## config.mk

```make
export PLATFORM = sky130hd
export DESIGN_NAME = next_hop_table_with_purge_top
export DESIGN_NICKNAME = d
export VERILOG_FILES = /design/src/rtl/nht_pkg.sv /design/src/rtl/nht_front.sv /design/src/rtl/nht_queue.sv /design/src/rtl/nht_back.sv /design/src/rtl/next_hop_table_with_purge_top.sv
export SDC_FILE = /design/constraint.sdc
export NUM_CORES = 2
export LEC_CHECK = 0
export BUFFER_PORTS_ARGS = -buffer_cell sky130_fd_sc_hd__buf_2
export CORE_ASPECT_RATIO = 0.8
export CORE_MARGIN = 3
export CORE_UTILIZATION = 45
export CTS_CLUSTER_SIZE = 10
export DETAILED_ROUTE_END_ITERATION = 7
export REMOVE_ABC_BUFFERS = 1
export SETUP_SLACK_MARGIN = 0.4
export SYNTH_ARGS = -nofsm -noshare
export SYNTH_HDL_FRONTEND = slang
export SYNTH_HIERARCHICAL = 1
export SYNTH_SLANG_ARGS = --single-unit
```

## constraint.sdc

```tcl
create_clock -name clk -period 4.65 [get_ports clk]
set_input_delay 0.2325 -clock clk [delete_from_list [all_inputs] [get_ports clk]]
set_output_delay 0.2325 -clock clk [all_outputs]
set_load 0.02 [all_outputs]
```

## src/rtl/nht_pkg.sv

```systemverilog
// Shared types and constants for the next-hop table block.
// Used by every module in rtl/; depends on nothing else.
package nht_pkg;

    localparam int ID_W            = 7;
    localparam int DEFAULT_ENTRIES = 128;
    localparam int QUEUE_DEPTH     = 2;
    localparam int QPTR_W          = $clog2(QUEUE_DEPTH);
    localparam int QCNT_W          = $clog2(QUEUE_DEPTH + 1);

    typedef enum logic [1:0] {
        OP_INSERT = 2'd0,
        OP_LOOKUP = 2'd1,
        OP_PURGE  = 2'd2,
        OP_CLEAR  = 2'd3
    } opcode_t;

    typedef struct packed {
        opcode_t         op;
        logic [ID_W-1:0] id;
        logic            in_range;
        logic [ID_W-1:0] hop;
    } cmd_t;

    function automatic logic id_in_range(input logic [ID_W-1:0] id, input int entries);
        logic [ID_W+1:0] lim;
        lim = (ID_W + 2)'(entries);
        return {2'b00, id} < lim;
    endfunction

endpackage

```

## src/rtl/nht_front.sv

```systemverilog
// Front end: accepts command items and classifies them for the back end.
// Depends on nht_pkg.
module nht_front
    import nht_pkg::*;
#(
    parameter int TABLE_ENTRIES = DEFAULT_ENTRIES
)
(
    input  logic            start,
    input  logic            queue_full,
    input  logic [1:0]      opcode,
    input  logic [ID_W-1:0] target_id,
    input  logic [ID_W-1:0] hop_in,
    output logic            busy,
    output logic            push,
    output cmd_t            cmd
);

    assign busy         = queue_full;
    assign push         = start && !queue_full;
    assign cmd.op       = opcode_t'(opcode);
    assign cmd.id       = target_id;
    assign cmd.in_range = id_in_range(target_id, TABLE_ENTRIES);
    assign cmd.hop      = hop_in;

endmodule

```

## src/rtl/nht_queue.sv

```systemverilog
// Short command queue between the front end and the back end.
// Depends on nht_pkg.
module nht_queue
    import nht_pkg::*;
(
    input  logic clk,
    input  logic rst_n,
    input  logic push,
    input  cmd_t push_cmd,
    input  logic pop,
    output logic full,
    output logic avail,
    output cmd_t head
);

    cmd_t              slot_reg [QUEUE_DEPTH];
    logic [QPTR_W-1:0] wr_ptr_reg;
    logic [QPTR_W-1:0] wr_ptr_next;
    logic [QPTR_W-1:0] rd_ptr_reg;
    logic [QPTR_W-1:0] rd_ptr_next;
    logic [QCNT_W-1:0] count_reg;
    logic [QCNT_W-1:0] count_next;

    assign full  = count_reg == QCNT_W'(QUEUE_DEPTH);
    assign avail = count_reg != '0;
    assign head  = slot_reg[rd_ptr_reg];

    always_comb
    begin
        wr_ptr_next = wr_ptr_reg;
        rd_ptr_next = rd_ptr_reg;
        count_next  = count_reg;
        if (push)
        begin
            wr_ptr_next = (wr_ptr_reg == QPTR_W'(QUEUE_DEPTH - 1)) ? '0 : wr_ptr_reg + 1'b1;
        end
        if (pop)
        begin
            rd_ptr_next = (rd_ptr_reg == QPTR_W'(QUEUE_DEPTH - 1)) ? '0 : rd_ptr_reg + 1'b1;
        end
        if (push && !pop)
        begin
            count_next = count_reg + 1'b1;
        end
        else if (pop && !push)
        begin
            count_next = count_reg - 1'b1;
        end
    end

    always_ff @(posedge clk or negedge rst_n)
    begin
        if (!rst_n)
        begin
            wr_ptr_reg <= '0;
            rd_ptr_reg <= '0;
            count_reg  <= '0;
        end
        else
        begin
            wr_ptr_reg <= wr_ptr_next;
            rd_ptr_reg <= rd_ptr_next;
            count_reg  <= count_next;
        end
    end

    always_ff @(posedge clk)
    begin
        if (push)
        begin
            slot_reg[wr_ptr_reg] <= push_cmd;
        end
    end

endmodule

```

## src/rtl/nht_back.sv

```systemverilog
// Back end: holds the table (valid flops plus hop memory) and executes commands.
// Purge runs a sweep over all entries. Depends on nht_pkg.
module nht_back
    import nht_pkg::*;
#(
    parameter int TABLE_ENTRIES = DEFAULT_ENTRIES
)
(
    input  logic            clk,
    input  logic            rst_n,
    input  logic            avail,
    input  cmd_t            head,
    input  logic [ID_W-1:0] self_id,
    output logic            pop,
    output logic            sweeping,
    output logic            result_valid,
    output logic            found,
    output logic [ID_W-1:0] hop_out
);

    localparam int IDX_W = $clog2(TABLE_ENTRIES);

    typedef enum logic [2:0] {
        ST_IDLE  = 3'b001,
        ST_SWEEP = 3'b010,
        ST_DRAIN = 3'b100
    } state_t;

    state_t                   state_reg;
    state_t                   state_next;
    logic [TABLE_ENTRIES-1:0] valid_reg;
    logic [ID_W-1:0]          hop_mem [TABLE_ENTRIES];
    logic [ID_W-1:0]          rd_data_reg;
    logic [IDX_W-1:0]         sweep_idx_reg;
    logic [IDX_W-1:0]         chk_idx_reg;
    logic                     chk_valid_reg;
    logic [ID_W-1:0]          purge_id_reg;
    logic                     look_pend_reg;
    logic                     look_hit_reg;

    logic [ID_W+1:0]  cmd_ext;
    logic [ID_W+1:0]  self_ext;
    logic [IDX_W-1:0] cmd_idx;
    logic [IDX_W-1:0] self_idx;
    logic             self_in_range;
    logic [IDX_W-1:0] rd_addr;
    logic             rd_en;
    logic             sweep_last;

    assign cmd_ext       = {2'b00, head.id};
    assign self_ext      = {2'b00, self_id};
    assign cmd_idx       = cmd_ext[IDX_W-1:0];
    assign self_idx      = self_ext[IDX_W-1:0];
    assign self_in_range = id_in_range(self_id, TABLE_ENTRIES);
    assign sweep_last    = sweep_idx_reg == IDX_W'(TABLE_ENTRIES - 1);

    assign pop          = (state_reg == ST_IDLE) && avail;
    assign sweeping     = state_reg != ST_IDLE;
    assign result_valid = look_pend_reg;
    assign found        = look_hit_reg;
    assign hop_out      = look_hit_reg ? rd_data_reg : '0;

    always_comb
    begin
        rd_en   = 1'b0;
        rd_addr = cmd_idx;
        if (state_reg == ST_SWEEP)
        begin
            rd_en   = 1'b1;
            rd_addr = sweep_idx_reg;
        end
        else if (pop && head.op == OP_LOOKUP)
        begin
            rd_en = 1'b1;
        end
    end

    always_comb
    begin
        state_next = state_reg;
        unique case (state_reg)
            ST_IDLE:
            begin
                if (pop && head.op == OP_PURGE)
                begin
                    state_next = ST_SWEEP;
                end
            end
            ST_SWEEP:
            begin
                if (sweep_last)
                begin
                    state_next = ST_DRAIN;
                end
            end
            ST_DRAIN:
            begin
                state_next = ST_IDLE;
            end
            default:
            begin
                state_next = ST_IDLE;
            end
        endcase
    end

    always_ff @(posedge clk or negedge rst_n)
    begin
        if (!rst_n)
        begin
            state_reg     <= ST_IDLE;
            valid_reg     <= '0;
            sweep_idx_reg <= '0;
            chk_valid_reg <= 1'b0;
            look_pend_reg <= 1'b0;
            look_hit_reg  <= 1'b0;
        end
        else
        begin
            state_reg     <= state_next;
            chk_valid_reg <= state_reg == ST_SWEEP;
            look_pend_reg <= pop && head.op == OP_LOOKUP;
            if (state_reg == ST_SWEEP)
            begin
                sweep_idx_reg <= sweep_idx_reg + 1'b1;
            end
            else
            begin
                sweep_idx_reg <= '0;
            end
            if (chk_valid_reg && rd_data_reg == purge_id_reg)
            begin
                valid_reg[chk_idx_reg] <= 1'b0;
            end
            if (pop)
            begin
                unique case (head.op)
                    OP_INSERT:
                    begin
                        if (head.in_range)
                        begin
                            valid_reg[cmd_idx] <= 1'b1;
                        end
                    end
                    OP_LOOKUP:
                    begin
                        look_hit_reg <= head.in_range && valid_reg[cmd_idx];
                    end
                    OP_PURGE:
                    begin
                        if (head.in_range)
                        begin
                            valid_reg[cmd_idx] <= 1'b0;
                        end
                    end
                    OP_CLEAR:
                    begin
                        valid_reg <= self_in_range ? (TABLE_ENTRIES'(1) << self_idx) : '0;
                    end
                    default:
                    begin
                    end
                endcase
            end
        end
    end

    always_ff @(posedge clk)
    begin
        chk_idx_reg <= sweep_idx_reg;
        if (pop && head.op == OP_PURGE)
        begin
            purge_id_reg <= head.id;
        end
        if (rd_en)
        begin
            rd_data_reg <= hop_mem[rd_addr];
        end
        if (pop && head.op == OP_INSERT && head.in_range)
        begin
            hop_mem[cmd_idx] <= head.hop;
        end
        else if (pop && head.op == OP_CLEAR && self_in_range)
        begin
            hop_mem[self_idx] <= self_id;
        end
    end

endmodule

```

## src/rtl/next_hop_table_with_purge_top.sv

```systemverilog
// Top level of the next-hop forwarding table with purge.
// Instantiates nht_front, nht_queue and nht_back; depends on nht_pkg.
//
// Usage: a command item is taken at a rising edge where start is high and
// busy is low. opcode selects insert, lookup, purge of a leaving node, or
// clear. Only lookup gives a result: result_valid is high for one cycle
// with found and hop_out, and the receiver must take it then.
// cfg_ready is always high. The user must write the self id register over
// cfg_valid/cfg_data only while the block is idle; this is not enforced.
// Items pass through a two-entry queue to the execution unit. Insert, lookup
// and clear are each executed as soon as they reach the head of the queue,
// so one item per cycle is sustained for them while no purge is in progress.
// A lookup result is registered after the item is popped. A purge holds the
// execution unit while it sweeps the hop memory, one entry per cycle through
// its single read port; busy rises once the queue fills.
// Reset empties every table entry at once and sets the self id to zero.
module next_hop_table_with_purge_top
    import nht_pkg::*;
#(
    parameter int TABLE_ENTRIES = DEFAULT_ENTRIES
)
(
    input  logic            clk,
    input  logic            rst_n,
    input  logic            start,
    output logic            busy,
    input  logic [1:0]      opcode,
    input  logic [ID_W-1:0] target_id,
    input  logic [ID_W-1:0] hop_in,
    output logic            result_valid,
    output logic            found,
    output logic [ID_W-1:0] hop_out,
    input  logic            cfg_valid,
    output logic            cfg_ready,
    input  logic [ID_W-1:0] cfg_data
);

    logic            queue_full;
    logic            queue_avail;
    logic            push;
    logic            pop;
    logic            sweeping;
    cmd_t            front_cmd;
    cmd_t            head_cmd;
    logic [ID_W-1:0] self_id_reg;

    assign cfg_ready = 1'b1;

    always_ff @(posedge clk or negedge rst_n)
    begin
        if (!rst_n)
        begin
            self_id_reg <= '0;
        end
        else if (cfg_valid && cfg_ready)
        begin
            self_id_reg <= cfg_data;
        end
    end

    nht_front #(
        .TABLE_ENTRIES(TABLE_ENTRIES)
    ) u_front (
        .start     (start),
        .queue_full(queue_full),
        .opcode    (opcode),
        .target_id (target_id),
        .hop_in    (hop_in),
        .busy      (busy),
        .push      (push),
        .cmd       (front_cmd)
    );

    nht_queue u_queue (
        .clk     (clk),
        .rst_n   (rst_n),
        .push    (push),
        .push_cmd(front_cmd),
        .pop     (pop),
        .full    (queue_full),
        .avail   (queue_avail),
        .head    (head_cmd)
    );

    nht_back #(
        .TABLE_ENTRIES(TABLE_ENTRIES)
    ) u_back (
        .clk         (clk),
        .rst_n       (rst_n),
        .avail       (queue_avail),
        .head        (head_cmd),
        .self_id     (self_id_reg),
        .pop         (pop),
        .sweeping    (sweeping),
        .result_valid(result_valid),
        .found       (found),
        .hop_out     (hop_out)
    );

    a_miss_zero_hop: assert property (@(posedge clk) disable iff (!rst_n)
        (result_valid && !found) |-> (hop_out == '0))
        else $error("Lookup miss returned a nonzero hop.");

    a_busy_after_accept: assert property (@(posedge clk) disable iff (!rst_n)
        $rose(busy) |-> $past(start))
        else $error("Busy rose without an accepted item.");

    a_no_result_in_sweep: assert property (@(posedge clk) disable iff (!rst_n)
        sweeping |-> !result_valid)
        else $error("Result issued during a purge sweep.");

    a_no_pop_in_sweep: assert property (@(posedge clk) disable iff (!rst_n)
        sweeping |-> !pop)
        else $error("Queue popped during a purge sweep.");

endmodule
```

==> results.env <==
POWER_DENSITY_nW_PER_UM2=654
SYNTH_TOP_CELL_AREA_SHARE_PCT=57.9
FINAL_LAYOUT_SIZE_SUFFIX_GT1_SHARE_PCT=14.6
CORE_UM2=107000
CHIPWIDTH_UM=375
TIMING.RR.END='u_back/hop_mem[33][4]'
LAYOUT_MIN_CYCLE_TIME_NS=4.19
CTS_POST_SETUP_BUFFERS_INSERTED=0
NUMBER_OF_ENABLE_TYPE_REGISTER_CELLS_IN_THE_SYNTHESIZED_NETLIST=944
GATE_COUNT_AFTER_TECHNOLOGY_MAPPING=3854
YOSYS.AREA_SHARE.XOR_XNOR_PCT=0.304
WORST_SETUP_PATH_END_KIND='flop'
FINAL_AREA_UM2=55300
CLK_ROOT_BUFFER_CELL='sky130_fd_sc_hd__clkbuf_16'
TIMING_WORST_SLEW_PIN_VALUE_NS=1.20
MAX_SLEW_MARGIN_PCT=19.5
NUMCTSBUFFERS=130
SYNTH_CELL_TYPES=88
POST-ROUTE-PERIOD-UTIL_PCT=90.1
DRT_WL_TOTAL_UM=168000
CTS_MAX_PATH_BUFFERS=3
NETLIST.TOP_CELL.BY_AREA='sky130_fd_sc_hd__edfxtp_1'
ANTENNA_VIOLATIONS_BEFORE_REPAIR=4
STANDARD_CELL_ROW_COUNT=107
FINALHOLDVIOLCOUNT=0
TOTAL_VIAS_IN_THE_FINAL_ROUTE=35300
SYNTH_TOP_FAMILY_BY_AREA='compound AO/OA/AOI/OAI gates'
SYN2LAYOUT_AREA_GROWTH_PCT=13.0
VIASPERCELL=6.48
FINALPOWER_mW=36.2
CTS_TREE='done'
AVG_SYNTHESIZED_CELL_AREA_UM2=12.7
WL_PER_CELL_UM=30.9
SYNTH_TOP_CELLS_BY_AREA='sky130_fd_sc_hd__edfxtp_1 (58%), sky130_fd_sc_hd__dfrtp_1 (7.7%), sky130_fd_sc_hd__mux2i_1 (5.1%)'
POST_SYNTH_MUX_AREA_SHARE_PCT=8.14
SYNTH_WARNINGS=6
SYNTH-SEQ-AREA-SHARE_PCT=66.0
RUN_STATUS='complete, no violations'
PORT_BUFFERS=36
GRT_FIRST_PASS_WIRELENGTH_UM=243000
NUMBER_OF_DETAILED_ROUTING_ITERATIONS_RUN_BEFORE_ANTENNA_REPAIR=6
CRIT-REG2REG-LAUNCH='u_back/state_reg[0]'
CP.REQUIRED_NS=5.02
FIRST_GLOBAL_VIAS=33600
GRT_UTIL_ALL_LAYERS_PCT=29.6
IOPINCOUNT=38
ASYNC_FLOP_SHARE_PCT=13.8
LAYOUT.CELLS.MOST_COMMON_LIST='sky130_fd_sc_hd__edfxtp_1 (944), sky130_fd_sc_hd__nand2_1 (513), sky130_fd_sc_hd__nor2_1 (250)'
DR.FIRST_ITER.DRC_COUNT=5484
ARRIVAL_NS=4.56
TIMING.MAX_CAP.VIOLATIONS=0
HTREE_LEVELS=4
WORST_CLOCK_SKEW_NS=0.0327
FINAL_COMMON_CELL='sky130_fd_sc_hd__edfxtp_1'
CLOCK_SINKS=1103
MAX_FREQ_MHz=239
DP_WORST_SETUP_SLACK_NS=0.465
SYNTH.CELL_AREA_UM2=49000
MIN-DELAY-PATH-CLASS='in2async'
DRTANTENNAVIOLNETS=0
SETUP_VIOL=0
CELLLEAKAGEPOWER_nW=19.8
CLOCK_INSERTION_DELAY_WORST_SKEW_NS=0.76
PLACED_CELL_AREA_UM2=51400
TOTAL_COUNT_OF_MAX_TRANSITION_VIOLATIONS_IN_THE_FINAL_REPORT=0
GLOBALROUTEOVERFLOWTOTAL=0
START_UTIL_PCT=45.7
YS_FF_LATCH=1103
VDD_IR_DROP_MAX_mV=0.494
CLKTRANSATPATHREGS_NS=0.06
GRT_START_MAX_NET_PINS=83
CP-START-KIND='flop'
HOLD-WORST-SLACK_NS=0.0261
SYNTH-ADDER-AREA-SHARE_PCT=0.0511
CRITPATHKIND='reg2reg'
REG2REG_PATH_DEPTH=9
GP_CONGESTION=1.02
SYNTH_SIMPLE_GATE_AREA_SHARE_PCT=9.36
REG2REG_SETUP_SLACK_NS=0.46
FILLERS=9094
DP_HPWL_UM=109000
CRIT_PATH_MAX_FANOUT=11
POST-ROUTE-DRC-COUNT=0
COMPOUND_GATE_FRACTION_OF_SYNTH_AREA_PCT=13.0
FLOORPLAN.DIE_AREA_UM2=113000
NETS=4014
WORST_SLACK_NS=0.459
FINALSETUPTNS_NS=0
SYNTH-MAIN-FF-CELL='sky130_fd_sc_hd__edfxtp_1'
SETUP_REPAIR_AFTER_GLOBAL_ROUTING_MISSED_ITS_MARGIN='yes'
DIE_Y_UM=301
LARGEST_REGISTER_FF_COUNT=896
-- how the worst max path moves through the flow --
stage                       endpoint                 from  slack, ns
6_report       u_back/hop_mem[33][4]  u_back/state_reg[0]       0.46
5_1_grt        u_back/hop_mem[38][2]  u_back/state_reg[0]       0.28
4_1_cts        u_back/hop_mem[66][2]  u_back/state_reg[0]       0.44
3_5_place_dp   u_back/hop_mem[68][4]  u_back/state_reg[0]       0.46
3_3_place_gp   u_back/rd_data_reg[5]   u_queue/rd_ptr_reg       0.46
2_1_floorplan  u_back/rd_data_reg[1]  u_back/state_reg[0]     -11.50
-- critical path, stage by stage (launching register included) --
cell and delay [ns]:
sky130_fd_sc_hd__dfstp_2 0.56, sky130_fd_sc_hd__or3b_2 0.51, sky130_fd_sc_hd__or2_1 0.34, sky130_fd_sc_hd__inv_2 0.17, sky130_fd_sc_hd__nand3_1 0.29, sky130_fd_sc_hd__buf_4 0.28, sky130_fd_sc_hd__o31ai_1 0.50, sky130_fd_sc_hd__buf_4 0.24
sky130_fd_sc_hd__nand2_1 0.32, sky130_fd_sc_hd__nor2_1 0.59
-- layer usage --
layer	part of all wire, %	wire (um)	track usage (%)
met5	0.0077	13	0
met1	43	72900	44.9
met3	13	21200	8.93
met2	41	68300	40.0
met4	3.4	5680	10.4
-- area by class of cell --
type | count | area [um^2] | area share [%]
Antenna cell | 1 | 2.50 | 0.00452
Clock buffer | 161 | 3450 | 6.24
Clock inverter | 14 | 161 | 0.292
Inverter | 25 | 96.3 | 0.174
Multi-Input combinational cell | 2446 | 15300 | 27.7
Sequential cell | 1103 | 32300 | 58.3
Tap cell | 1417 | 1770 | 3.20
Timing Repair Buffer | 279 | 2260 | 4.08
-- repair_timing --
item	in CTS	in global routing
gates resized for setup	0	23
setup endpoints to repair	0	303
hold endpoints to repair	100	0
hold buffers	32	0
-- report_power, final --
| group | switching [mW] | internal (mW) | total (mW) |
|---|---|---|---|
| clock | 3.87 | 5.19 | 9.05 |
| sequential | 0.237 | 12.9 | 13.2 |
| combinational | 10.3 | 3.69 | 14.0 |
| total | 14.4 | 21.8 | 36.2 |
-- cell families (layout without fill, tap and decap cells) --
kind of cell               Yosys count  after routing
AOI/OAI and AO/OA                  995            995
DFF                               1103           1103
xor gates and xnor gates            17             17
buffers and inverters              305            479
muxes                              369            369
and+or+nand+nor                   1061           1061
adders and majority gates            2              2
other                                2              3
-- synthesized netlist by cell type, types with 45 or more instances --
cell type / instances
sky130_fd_sc_hd__o22ai_1: 144
sky130_fd_sc_hd__nor2_1: 273
sky130_fd_sc_hd__a21o_1: 55
sky130_fd_sc_hd__dfrtp_1: 151
sky130_fd_sc_hd__mux2i_1: 250
sky130_fd_sc_hd__clkbuf_1: 131
sky130_fd_sc_hd__edfxtp_1: 944
sky130_fd_sc_hd__mux2_2: 94
sky130_fd_sc_hd__a211oi_1: 78
sky130_fd_sc_hd__buf_4: 45
sky130_fd_sc_hd__buf_2: 67
sky130_fd_sc_hd__a21oi_1: 234
sky130_fd_sc_hd__nand3_1: 114
sky130_fd_sc_hd__o21ai_0: 221
sky130_fd_sc_hd__nand2_1: 521
-- through the flow --
step	std cells	utilization, %
after floorplan	3574	-
after global placement	5237	47.9
after detailed placement	5238	47.9
after CTS	5445	51.6
after global routing	5445	51.6
final	5446	51.6
Power figures use the tool's default switching activity.
